$ cat src/design/tacc_pkg.sv
// ---------------------------------------------------------------------------
// tacc_pkg
// Shared types and constants for the tilt accumulator with centering
// ---------------------------------------------------------------------------
package tacc_pkg;

  localparam int unsigned TiltW   = 16;
  localparam int unsigned SensW   = 16;
  localparam int unsigned MaxW    = 15;
  localparam int unsigned SpeedW  = 16;
  localparam int unsigned ElapsW  = 16;
  localparam int unsigned CfgIdxW = 2;

  typedef enum logic [1:0] {
    KIND_DELTA  = 2'd0,
    KIND_TICK   = 2'd1,
    KIND_ACTIVE = 2'd2,
    KIND_RESET  = 2'd3
  } kind_t;

  typedef enum logic [CfgIdxW-1:0] {
    REG_SENS  = 2'd0,
    REG_MAX   = 2'd1,
    REG_SPEED = 2'd2,
    REG_NONE  = 2'd3
  } cfg_idx_t;

endpackage

$ cat src/design/tacc_if.sv
// ---------------------------------------------------------------------------
// tacc_if
// Request channels: input items, result items and register writes
// ---------------------------------------------------------------------------
interface tacc_in_if;
  logic                              valid;
  logic                              ready;
  logic [1:0]                        kind;
  logic signed [tacc_pkg::TiltW-1:0] delta_x;
  logic signed [tacc_pkg::TiltW-1:0] delta_y;
  logic [tacc_pkg::ElapsW-1:0]       elapsed;
  logic                              enable;
  modport source (output valid, kind, delta_x, delta_y, elapsed, enable, input ready);
  modport sink   (input valid, kind, delta_x, delta_y, elapsed, enable, output ready);
endinterface

interface tacc_out_if;
  logic                              valid;
  logic                              ready;
  logic signed [tacc_pkg::TiltW-1:0] tilt_x;
  logic signed [tacc_pkg::TiltW-1:0] tilt_y;
  modport source (output valid, tilt_x, tilt_y, input ready);
  modport sink   (input valid, tilt_x, tilt_y, output ready);
endinterface

interface tacc_cfg_if;
  logic                               valid;
  logic                               ready;
  logic [tacc_pkg::CfgIdxW-1:0]       index;
  logic [tacc_pkg::SensW-1:0]         data;
  modport source (output valid, index, data, input ready);
  modport sink   (input valid, index, data, output ready);
endinterface

$ cat src/design/tilt_accumulator_with_centering_unit.sv
// ---------------------------------------------------------------------------
// tilt_accumulator_with_centering_unit
// Two-axis tilt accumulator with bit-serial gain, square root and pull-back
// ---------------------------------------------------------------------------
//  channel  | dir | payload
//  in_ch    | in  | kind, delta_x, delta_y, elapsed, enable
//  out_ch   | out | tilt_x, tilt_y
//  cfg_ch   | in  | index, data
//
//  delta items: one gain bit a cycle
//  tick items: speed mult, squares, sqrt, compare, then multiply and divide per axis;
//  the multiply and divide are skipped when the tilt snaps to zero
//  set-active, reset and ignored items finish in S_IDLE; one item in flight
//  result held in an output register; a second result waits and holds in_ch.ready low
//  rst is synchronous: tilt zero, inactive, registers at 1.0
module tilt_accumulator_with_centering_unit #(
  parameter int unsigned FRAC_BITS = 8
) (
  input  logic   clk,
  input  logic   rst,
  tacc_in_if.sink    in_ch,
  tacc_out_if.source out_ch,
  tacc_cfg_if.sink   cfg_ch
);
  import tacc_pkg::*;

  localparam int unsigned PW = 34;  // wide enough for products and squares
  localparam logic [SensW-1:0] ONE = SensW'(1) << FRAC_BITS;

  typedef enum logic [3:0] {
    S_IDLE, S_MUL, S_MULY, S_SPD, S_SQ, S_SQY, S_SQRT, S_CMP, S_DIV, S_DIVY, S_DONE
  } state_t;

  state_t state;
  logic [SensW-1:0]  sensitivity;
  logic [MaxW-1:0]   max_tilt;
  logic [SpeedW-1:0] centering_speed;
  logic signed [TiltW-1:0] tx, ty;
  logic              active;
  logic              pend;
  logic [1:0]        kind;
  logic signed [TiltW-1:0] dx, dy;
  logic [ElapsW-1:0] elaps;
  // shared bit-serial multiply / divide datapath
  logic [PW-1:0]     acc, mcand, sq;
  logic [16:0]       mplier;
  logic [5:0]        cnt;
  logic [16:0]       step;
  logic [PW-1:0]     mag;
  logic [PW-1:0]     rem;
  logic [33:0]       bitv;
  logic              out_valid;
  logic signed [TiltW-1:0] out_x, out_y;

  assign in_ch.ready   = (state == S_IDLE) && !pend;
  assign cfg_ch.ready  = 1'b1;
  assign out_ch.valid  = out_valid;
  assign out_ch.tilt_x = out_x;
  assign out_ch.tilt_y = out_y;

  function automatic logic [TiltW-1:0] absv(input logic signed [TiltW-1:0] a);
    absv = a[TiltW-1] ? TiltW'(-a) : a;
  endfunction

  function automatic logic signed [TiltW-1:0] clampv(input logic signed [PW:0] v,
                                                    input logic [MaxW-1:0] m);
    logic signed [PW:0] mm;
    mm = (PW+1)'(m);
    if (v > mm) clampv = TiltW'(mm);
    else if (v < -mm) clampv = TiltW'(-mm);
    else clampv = TiltW'(v);
  endfunction

  logic signed [PW:0] sum_v;
  logic [PW-1:0]      trial;
  logic [PW-1:0]      rem_sh;
  logic signed [TiltW-1:0] cur_a;

  always_comb begin
    cur_a  = (state == S_MULY || state == S_SQY || state == S_DIVY) ? ty : tx;
    sum_v  = (PW+1)'(signed'(cur_a)) + (cur_a == cur_a ? (PW+1)'(0) : (PW+1)'(0));
    trial  = mag + bitv;
    rem_sh = {rem[PW-2:0], acc[PW-1]};
  end

  always_ff @(posedge clk) begin
    if (rst) begin
      state <= S_IDLE;
      sensitivity <= ONE;
      max_tilt <= MaxW'(ONE);
      centering_speed <= ONE;
      tx <= '0;
      ty <= '0;
      active <= 1'b0;
      pend <= 1'b0;
      out_valid <= 1'b0;
    end else begin
      if (cfg_ch.valid) begin
        case (cfg_idx_t'(cfg_ch.index))
          REG_SENS:  sensitivity <= cfg_ch.data;
          REG_MAX:   max_tilt <= cfg_ch.data[MaxW-1:0];
          REG_SPEED: centering_speed <= cfg_ch.data;
          default:   ;
        endcase
      end
      if (pend && !(out_valid && !out_ch.ready)) begin
        out_valid <= 1'b1;
        out_x <= tx;
        out_y <= ty;
        pend <= 1'b0;
      end else if (out_valid && out_ch.ready) begin
        out_valid <= 1'b0;
      end
      case (state)
        S_IDLE: begin
          if (in_ch.valid && in_ch.ready) begin
            kind  <= in_ch.kind;
            dx    <= in_ch.delta_x;
            dy    <= in_ch.delta_y;
            elaps <= in_ch.elapsed;
            case (kind_t'(in_ch.kind))
              KIND_DELTA: begin
                if (active) begin
                  acc <= '0; mcand <= PW'(absv(in_ch.delta_x));
                  mplier <= 17'(sensitivity); cnt <= 6'd17; state <= S_MUL;
                end
              end
              KIND_TICK: begin
                if (active && (tx != 0 || ty != 0)) begin
                  acc <= '0; mcand <= PW'(centering_speed);
                  mplier <= 17'(in_ch.elapsed); cnt <= 6'd17; state <= S_SPD;
                end
              end
              KIND_ACTIVE: begin
                active <= in_ch.enable;
                if (!in_ch.enable) begin
                  tx <= '0; ty <= '0; pend <= 1'b1;
                end
              end
              default: begin
                tx <= '0; ty <= '0; pend <= 1'b1;
              end
            endcase
          end
        end
        // shift-and-add multiply, one multiplier bit a cycle
        S_MUL, S_MULY, S_SPD, S_SQ, S_SQY: begin
          if (cnt != 0) begin
            if (mplier[0]) acc <= acc + mcand;
            mcand  <= mcand << 1;
            mplier <= mplier >> 1;
            cnt    <= cnt - 6'd1;
          end else begin
            case (state)
              S_MUL: begin
                tx <= clampv((PW+1)'(tx) + (dx[TiltW-1] ? -((PW+1)'(acc >> FRAC_BITS))
                                                        :  (PW+1)'(acc >> FRAC_BITS)),
                             max_tilt);
                acc <= '0; mcand <= PW'(absv(dy));
                mplier <= 17'(sensitivity); cnt <= 6'd17; state <= S_MULY;
              end
              S_MULY: begin
                ty <= clampv((PW+1)'(ty) + (dy[TiltW-1] ? -((PW+1)'(acc >> FRAC_BITS))
                                                        :  (PW+1)'(acc >> FRAC_BITS)),
                             max_tilt);
                pend <= 1'b1; state <= S_IDLE;
              end
              S_SPD: begin
                step <= 17'(acc >> 16);
                acc <= '0; mcand <= PW'(absv(tx));
                mplier <= 17'(absv(tx)); cnt <= 6'd17; state <= S_SQ;
              end
              S_SQ: begin
                sq <= acc;
                acc <= '0; mcand <= PW'(absv(ty));
                mplier <= 17'(absv(ty)); cnt <= 6'd17; state <= S_SQY;
              end
              default: begin
                rem <= sq + acc; mag <= '0; bitv <= 34'd1 << 32; state <= S_SQRT;
              end
            endcase
          end
        end
        // digit-by-digit square root, two radicand bits a cycle
        S_SQRT: begin
          if (bitv == 0) state <= S_CMP;
          else begin
            if (rem >= trial) begin
              rem <= rem - trial;
              mag <= (mag >> 1) + bitv;
            end else mag <= mag >> 1;
            bitv <= bitv >> 2;
          end
        end
        S_CMP: begin
          if (PW'(step) >= mag) begin
            tx <= '0; ty <= '0; pend <= 1'b1; state <= S_IDLE;
          end else begin
            acc <= '0; mcand <= PW'(absv(tx)); mplier <= step;
            cnt <= 6'd17; state <= S_DIV; bitv <= '0;
          end
        end
        // multiply |axis|*step, then restoring divide by mag, one bit a cycle
        S_DIV, S_DIVY: begin
          if (bitv[0] == 1'b0) begin
            if (cnt != 0) begin
              if (mplier[0]) acc <= acc + mcand;
              mcand <= mcand << 1; mplier <= mplier >> 1; cnt <= cnt - 6'd1;
            end else begin
              bitv[0] <= 1'b1; rem <= '0; cnt <= 6'(PW);
            end
          end else if (cnt != 0) begin
            acc <= {acc[PW-2:0], (rem_sh >= mag)};
            rem <= (rem_sh >= mag) ? rem_sh - mag : rem_sh;
            cnt <= cnt - 6'd1;
          end else if (state == S_DIV) begin
            tx <= tx[TiltW-1] ? tx + TiltW'(acc) : tx - TiltW'(acc);
            acc <= '0; mcand <= PW'(absv(ty)); mplier <= step;
            cnt <= 6'd17; bitv <= '0; state <= S_DIVY;
          end else begin
            ty <= ty[TiltW-1] ? ty + TiltW'(acc) : ty - TiltW'(acc);
            pend <= 1'b1; state <= S_IDLE;
          end
        end
        default: state <= S_IDLE;
      endcase
    end
  end

  logic unused;
  assign unused = ^{sum_v, kind, elaps};
endmodule

$ cat src/flat_wrapper.sv
// flat-port wrapper written by rule: the top's interface ports become plain ports
module tilt_accumulator_with_centering_unit_flat import tacc_pkg::*;
#(
  parameter int unsigned FRAC_BITS = 8
)
  (clk, rst, in_ch_valid, in_ch_kind, in_ch_delta_x, in_ch_delta_y, in_ch_elapsed, in_ch_enable, in_ch_ready, out_ch_valid, out_ch_tilt_x, out_ch_tilt_y, out_ch_ready, cfg_ch_valid, cfg_ch_index, cfg_ch_data, cfg_ch_ready);
  tacc_in_if in_ch_i ();
  tacc_out_if out_ch_i ();
  tacc_cfg_if cfg_ch_i ();
  input  logic clk;
  input  logic rst;
  input wire logic [$bits(in_ch_i.valid)-1:0] in_ch_valid;
  input wire logic [$bits(in_ch_i.kind)-1:0] in_ch_kind;
  input wire logic [$bits(in_ch_i.delta_x)-1:0] in_ch_delta_x;
  input wire logic [$bits(in_ch_i.delta_y)-1:0] in_ch_delta_y;
  input wire logic [$bits(in_ch_i.elapsed)-1:0] in_ch_elapsed;
  input wire logic [$bits(in_ch_i.enable)-1:0] in_ch_enable;
  output wire logic [$bits(in_ch_i.ready)-1:0] in_ch_ready;
  output wire logic [$bits(out_ch_i.valid)-1:0] out_ch_valid;
  output wire logic [$bits(out_ch_i.tilt_x)-1:0] out_ch_tilt_x;
  output wire logic [$bits(out_ch_i.tilt_y)-1:0] out_ch_tilt_y;
  input wire logic [$bits(out_ch_i.ready)-1:0] out_ch_ready;
  input wire logic [$bits(cfg_ch_i.valid)-1:0] cfg_ch_valid;
  input wire logic [$bits(cfg_ch_i.index)-1:0] cfg_ch_index;
  input wire logic [$bits(cfg_ch_i.data)-1:0] cfg_ch_data;
  output wire logic [$bits(cfg_ch_i.ready)-1:0] cfg_ch_ready;
  assign in_ch_i.valid = in_ch_valid;
  assign in_ch_i.kind = in_ch_kind;
  assign in_ch_i.delta_x = in_ch_delta_x;
  assign in_ch_i.delta_y = in_ch_delta_y;
  assign in_ch_i.elapsed = in_ch_elapsed;
  assign in_ch_i.enable = in_ch_enable;
  assign in_ch_ready = in_ch_i.ready;
  assign out_ch_valid = out_ch_i.valid;
  assign out_ch_tilt_x = out_ch_i.tilt_x;
  assign out_ch_tilt_y = out_ch_i.tilt_y;
  assign out_ch_i.ready = out_ch_ready;
  assign cfg_ch_i.valid = cfg_ch_valid;
  assign cfg_ch_i.index = cfg_ch_index;
  assign cfg_ch_i.data = cfg_ch_data;
  assign cfg_ch_ready = cfg_ch_i.ready;
  tilt_accumulator_with_centering_unit #(.FRAC_BITS(FRAC_BITS)) u_core (.clk(clk), .rst(rst), .in_ch(in_ch_i), .out_ch(out_ch_i), .cfg_ch(cfg_ch_i));
endmodule
$ cat config.mk
export PLATFORM = sky130hd
export DESIGN_NAME = tilt_accumulator_with_centering_unit_flat
export DESIGN_NICKNAME = d
export VERILOG_FILES = /design/src/design/tacc_pkg.sv /design/src/design/tacc_if.sv /design/src/design/tilt_accumulator_with_centering_unit.sv /design/src/flat_wrapper.sv
export SDC_FILE = /design/constraint.sdc
export NUM_CORES = 2
export LEC_CHECK = 0
export CORE_MARGIN = 1
export CORE_UTILIZATION = 40
export CTS_CLUSTER_DIAMETER = 200
export DETAILED_ROUTE_END_ITERATION = 16
export DONT_BUFFER_PORTS = 1
export GPL_TIMING_DRIVEN = 0
export SETUP_SLACK_MARGIN = 0.4
export SLEW_MARGIN = 20
export SYNTH_ARGS = -nofsm -noshare
export SYNTH_HDL_FRONTEND = slang
export SYNTH_SLANG_ARGS = --single-unit
$ cat constraint.sdc
create_clock -name clk -period 8 [get_ports clk]
set_clock_uncertainty 0.15 [all_clocks]
set_input_delay 1.2 -clock clk [delete_from_list [all_inputs] [get_ports clk]]
set_output_delay 1.2 -clock clk [all_outputs]
set_load 0.05 [all_outputs]
==> results.md <==
- Post-layout min period: 7530 ps
- Post-Route WL: 141 mm
- Max-cap viol count: 0
- Met2 usage: 46.9%
- Crit path DAT: 7930 ps
- Critical R2R Launch: u_core.acc[14]
- Most Used Layer, Global Route: met2
- Status: finished clean
- WS Path Type: flip-flop to flip-flop
- Fmax: 0.133 GHz
- Post-synth cell types: 103
- Worst min path class: flip-flop to flip-flop
- Cell Rows: 112
- Cts hold-fix bufs: 0
- Fin nets: 5,143
- First-pass GRT wire length: 205 mm
- H-tree depth: 2
- Most frequently used flop master after synthesis: edfxtp_1
- Crit path to: u_core.ty[5]
- Finished Core Util: 45.4%
- Syn_nets: 5,033
- Cell Area, Synth: 37,900 sq um
- Setup violators final: 0
- Port buffer count: 0
- Peak supply drop: 255 uV
- CTS Buf Count: 46
- Num ports: 109
- Avg Cell Area, Syn: 8.39 sq um
- Worst-path clk slew: 60 ps
- Asr flop ratio synth: 0%
- Die height: 310 um
- Slew Viols, Final: 0
- Worst setup EP type: flip-flop
- RePlAce Congestion: 1.03
- Met1 Usage GRT: 36.0%
- Synth warnings: 0
- Post-Syn Instances: 4,518
- Min-delay src: u_core.acc[33]
- R2r worst-path depth: 28
- Reg2reg setup slack: 470 ps
- Worst Tran Pin Value: 1220 ps
- Leakage: 17.3 nW
- Pwr Density: 351 nW/um^2
- Slowest stage cell on the critical path: or4_4
- Final hold violations: 0
- DIE AREA: 96,000 sq um
- Dpl hpwl: 113 mm
- EDFF count, synth: 292
- Layout cells sized above 1: 7.27%
- Largest net degree at the start of global routing: 51
- CTS tree: done
- Slew headroom: 18.8%
- GRT overflow: 0
- Vias in the first global route: 33,300
- Pre-antenna DRT Iters: 6
- Filler Cell Count: 9,425
- Antenna viol nets, final: 0
- Period utilization: 94.2%
- Fin Setup TNS: 0 ps
- CORE AREA: 93,600 sq um
- Worst Path Max Fanout: 6
- Clock Latency Late Sink: 630 ps
- DR vias/cell: 6.06
- Chip width: 310 um
- Sink Count: 378
- Startpoint Class: flip-flop
- Initial core utilization: 40.5%
- Initial antenna violation count: 0
- Longest Clk Path Bufs: 3
- Crit path from: u_core.acc[14]
- Initial drt markers: 3,515
- CTS root buffer: clkbuf_16
- Critical Path RT: 8400 ps
- GR Util met3: 4.58%
- # diodes: 0
- Wire per inst: 23.8 um
- P&R area growth vs syn: 12.2%
- Worst path max stage delay: 530 ps
- RR Endpoint: u_core.ty[5]
- RSZ-0062 raised after global routing: true
- #FFs+latches synth: 378
- Seq/Total Area, Yosys: 27.7%
- Gr usage total: 28.3%
- Vias: 35,800
- Post-route DRC: 0
## cell usage in the layout, fill, tap and decap left out, drive strengths merged, types with 43 or more instances in the layout
master	count
a21o	160
clkbuf	216
a21oi	435
nand3	89
nand2	436
inv	166
xor2	152
o21bai	43
ha	431
nor3	93
nor2	343
edfxtp	292
nand2b	50
buf	88
nor2b	59
mux2i	85
xnor2	229
and2	81
a211oi	63
o21ai	318
dfxtp	86
or3	52
## report_power, final
part	switching [mW]	internal, mW	total, mW	leakage (nW)
clock network	0.931	1.34	2.27	0.777
registers	0.530	2.48	3.01	3.45
logic	5.90	3.74	9.64	13.1
total	7.36	7.56	14.9	17.3
## synth_stat cells, types with 11 or more instances
cell	n	area share [%]
or3_1	52	0.86
o31ai_1	34	0.67
a211oi_1	62	1.2
xor2_1	152	3.5
o211ai_1	36	0.71
inv_1	163	1.6
nand2b_1	49	0.81
o21ai_0	311	4.1
nand3b_1	13	0.26
clkbuf_1	168	1.7
o21a_1	36	0.71
o21bai_1	43	0.85
or4_1	15	0.30
a22oi_1	18	0.36
a211o_1	15	0.35
nand2_1	436	4.3
nor2_1	342	3.4
or2_2	19	0.31
a31oi_1	34	0.56
and4_1	12	0.28
nor2b_1	58	0.96
a221o_1	11	0.29
nor3_1	92	1.2
nor3b_1	13	0.26
a21oi_1	434	5.7
mux2i_1	85	2.2
o22ai_1	28	0.46
a21o_1	160	3.2
nand4_1	42	0.69
dfxtp_1	86	4.5
and3_1	40	0.66
a2111oi_0	13	0.30
and2_1	80	1.3
ha_1	431	14
nand3_1	89	1.2
edfxtp_1	292	23
a221oi_1	37	0.86
nor4_1	42	0.69
o221ai_1	23	0.53
xnor2_1	228	5.3
a21boi_0	15	0.30
o41ai_1	12	0.28
buf_1	11	0.11
## through the flow
stage	hold slack [ps]	worst slack, ps	instances	cell area (sq um)	power [mW]
6_report	296	468	5917	42500	14.9
5_1_grt	303	287	5917	42500	15.8
4_1_cts	298	402	5895	42000	14.3
3_5_place_dp	283	-1280	5791	39800	11.6
3_3_place_gp	283	-2100	5772	39500	11.5
2_1_floorplan	274	419	4518	37900	8.98
## critical path, delay by kind of cell (launching register included)
kind,cells,cell delay [ps]
buffers and inverters,3,510
flip-flops,1,430
AO/OA/AOI/OAI,10,2190
XOR/XNOR,2,440
adder cells (fa/ha/maj),2,670
AND/OR/NAND/NOR,10,2940
multiplexers,1,120
## how the worst min path moves through the flow
| stage | slack, ps | depth (start not counted) | to |
|---|---|---|---|
| after floorplan | 270 | 0 | u_core.sq[33] |
| after global placement | 280 | 0 | u_core.sq[33] |
| after detailed placement | 280 | 0 | u_core.sq[33] |
| after CTS | 300 | 0 | u_core.sq[33] |
| after global routing | 300 | 0 | u_core.sq[33] |
| final | 300 | 0 | u_core.sq[33] |
## cells by family after synthesis
logic type / Yosys count / synth area share [%]
xor+xnor: 381 / 8.82
compound gates: 1430 / 24.1
buf+inv: 355 / 3.59
fa+ha+maj: 441 / 14.8
simple gates: 1439 / 18.6
other cells: 2 / 0.0198
mux: 92 / 2.45
flops: 378 / 27.7
## metal layers
metal,share of wire (%),vias up
met5,0,-
met3,7.2,323
li1,-,17100
met1,42,17000
met2,46,1428
met4,4.9,0
## repair_timing
action | in CTS | in global routing
hold endpoints to repair | 0 | 0
pin swaps | 18 | 39
setup buffers | 21 | 20
setup endpoints to repair | 89 | 69
resized for setup | 91 | 112
cloned | 0 | 2
## layout make-up
class	count	area, sq um	area share, %
clock inverter	29	387	0.909
buffer	188	821	1.93
tap	1254	1570	3.69
sequential	378	10500	24.7
clock buffer	54	1200	2.82
multi-input combinational	3785	26900	63.2
inverter	167	632	1.49
timing repair buffer	62	566	1.33
## state kept, by name (all words and copies together) (netlist names), 6 cells and up
name / cells
u_core.acc: 34
u_core.mag: 34
u_core.mcand: 34
u_core.rem: 34
u_core.sq: 34
u_core.bitv: 33
u_core.mplier: 17
u_core.step: 17
u_core.centering_speed: 16
u_core.dy: 16
u_core.out_ch.tilt_x: 16
u_core.out_ch.tilt_y: 16
u_core.sensitivity: 16
u_core.tx: 16
u_core.ty: 16
u_core.max_tilt: 15
u_core.cnt: 6
No activity file was read; power rests on OpenSTA's default activity.
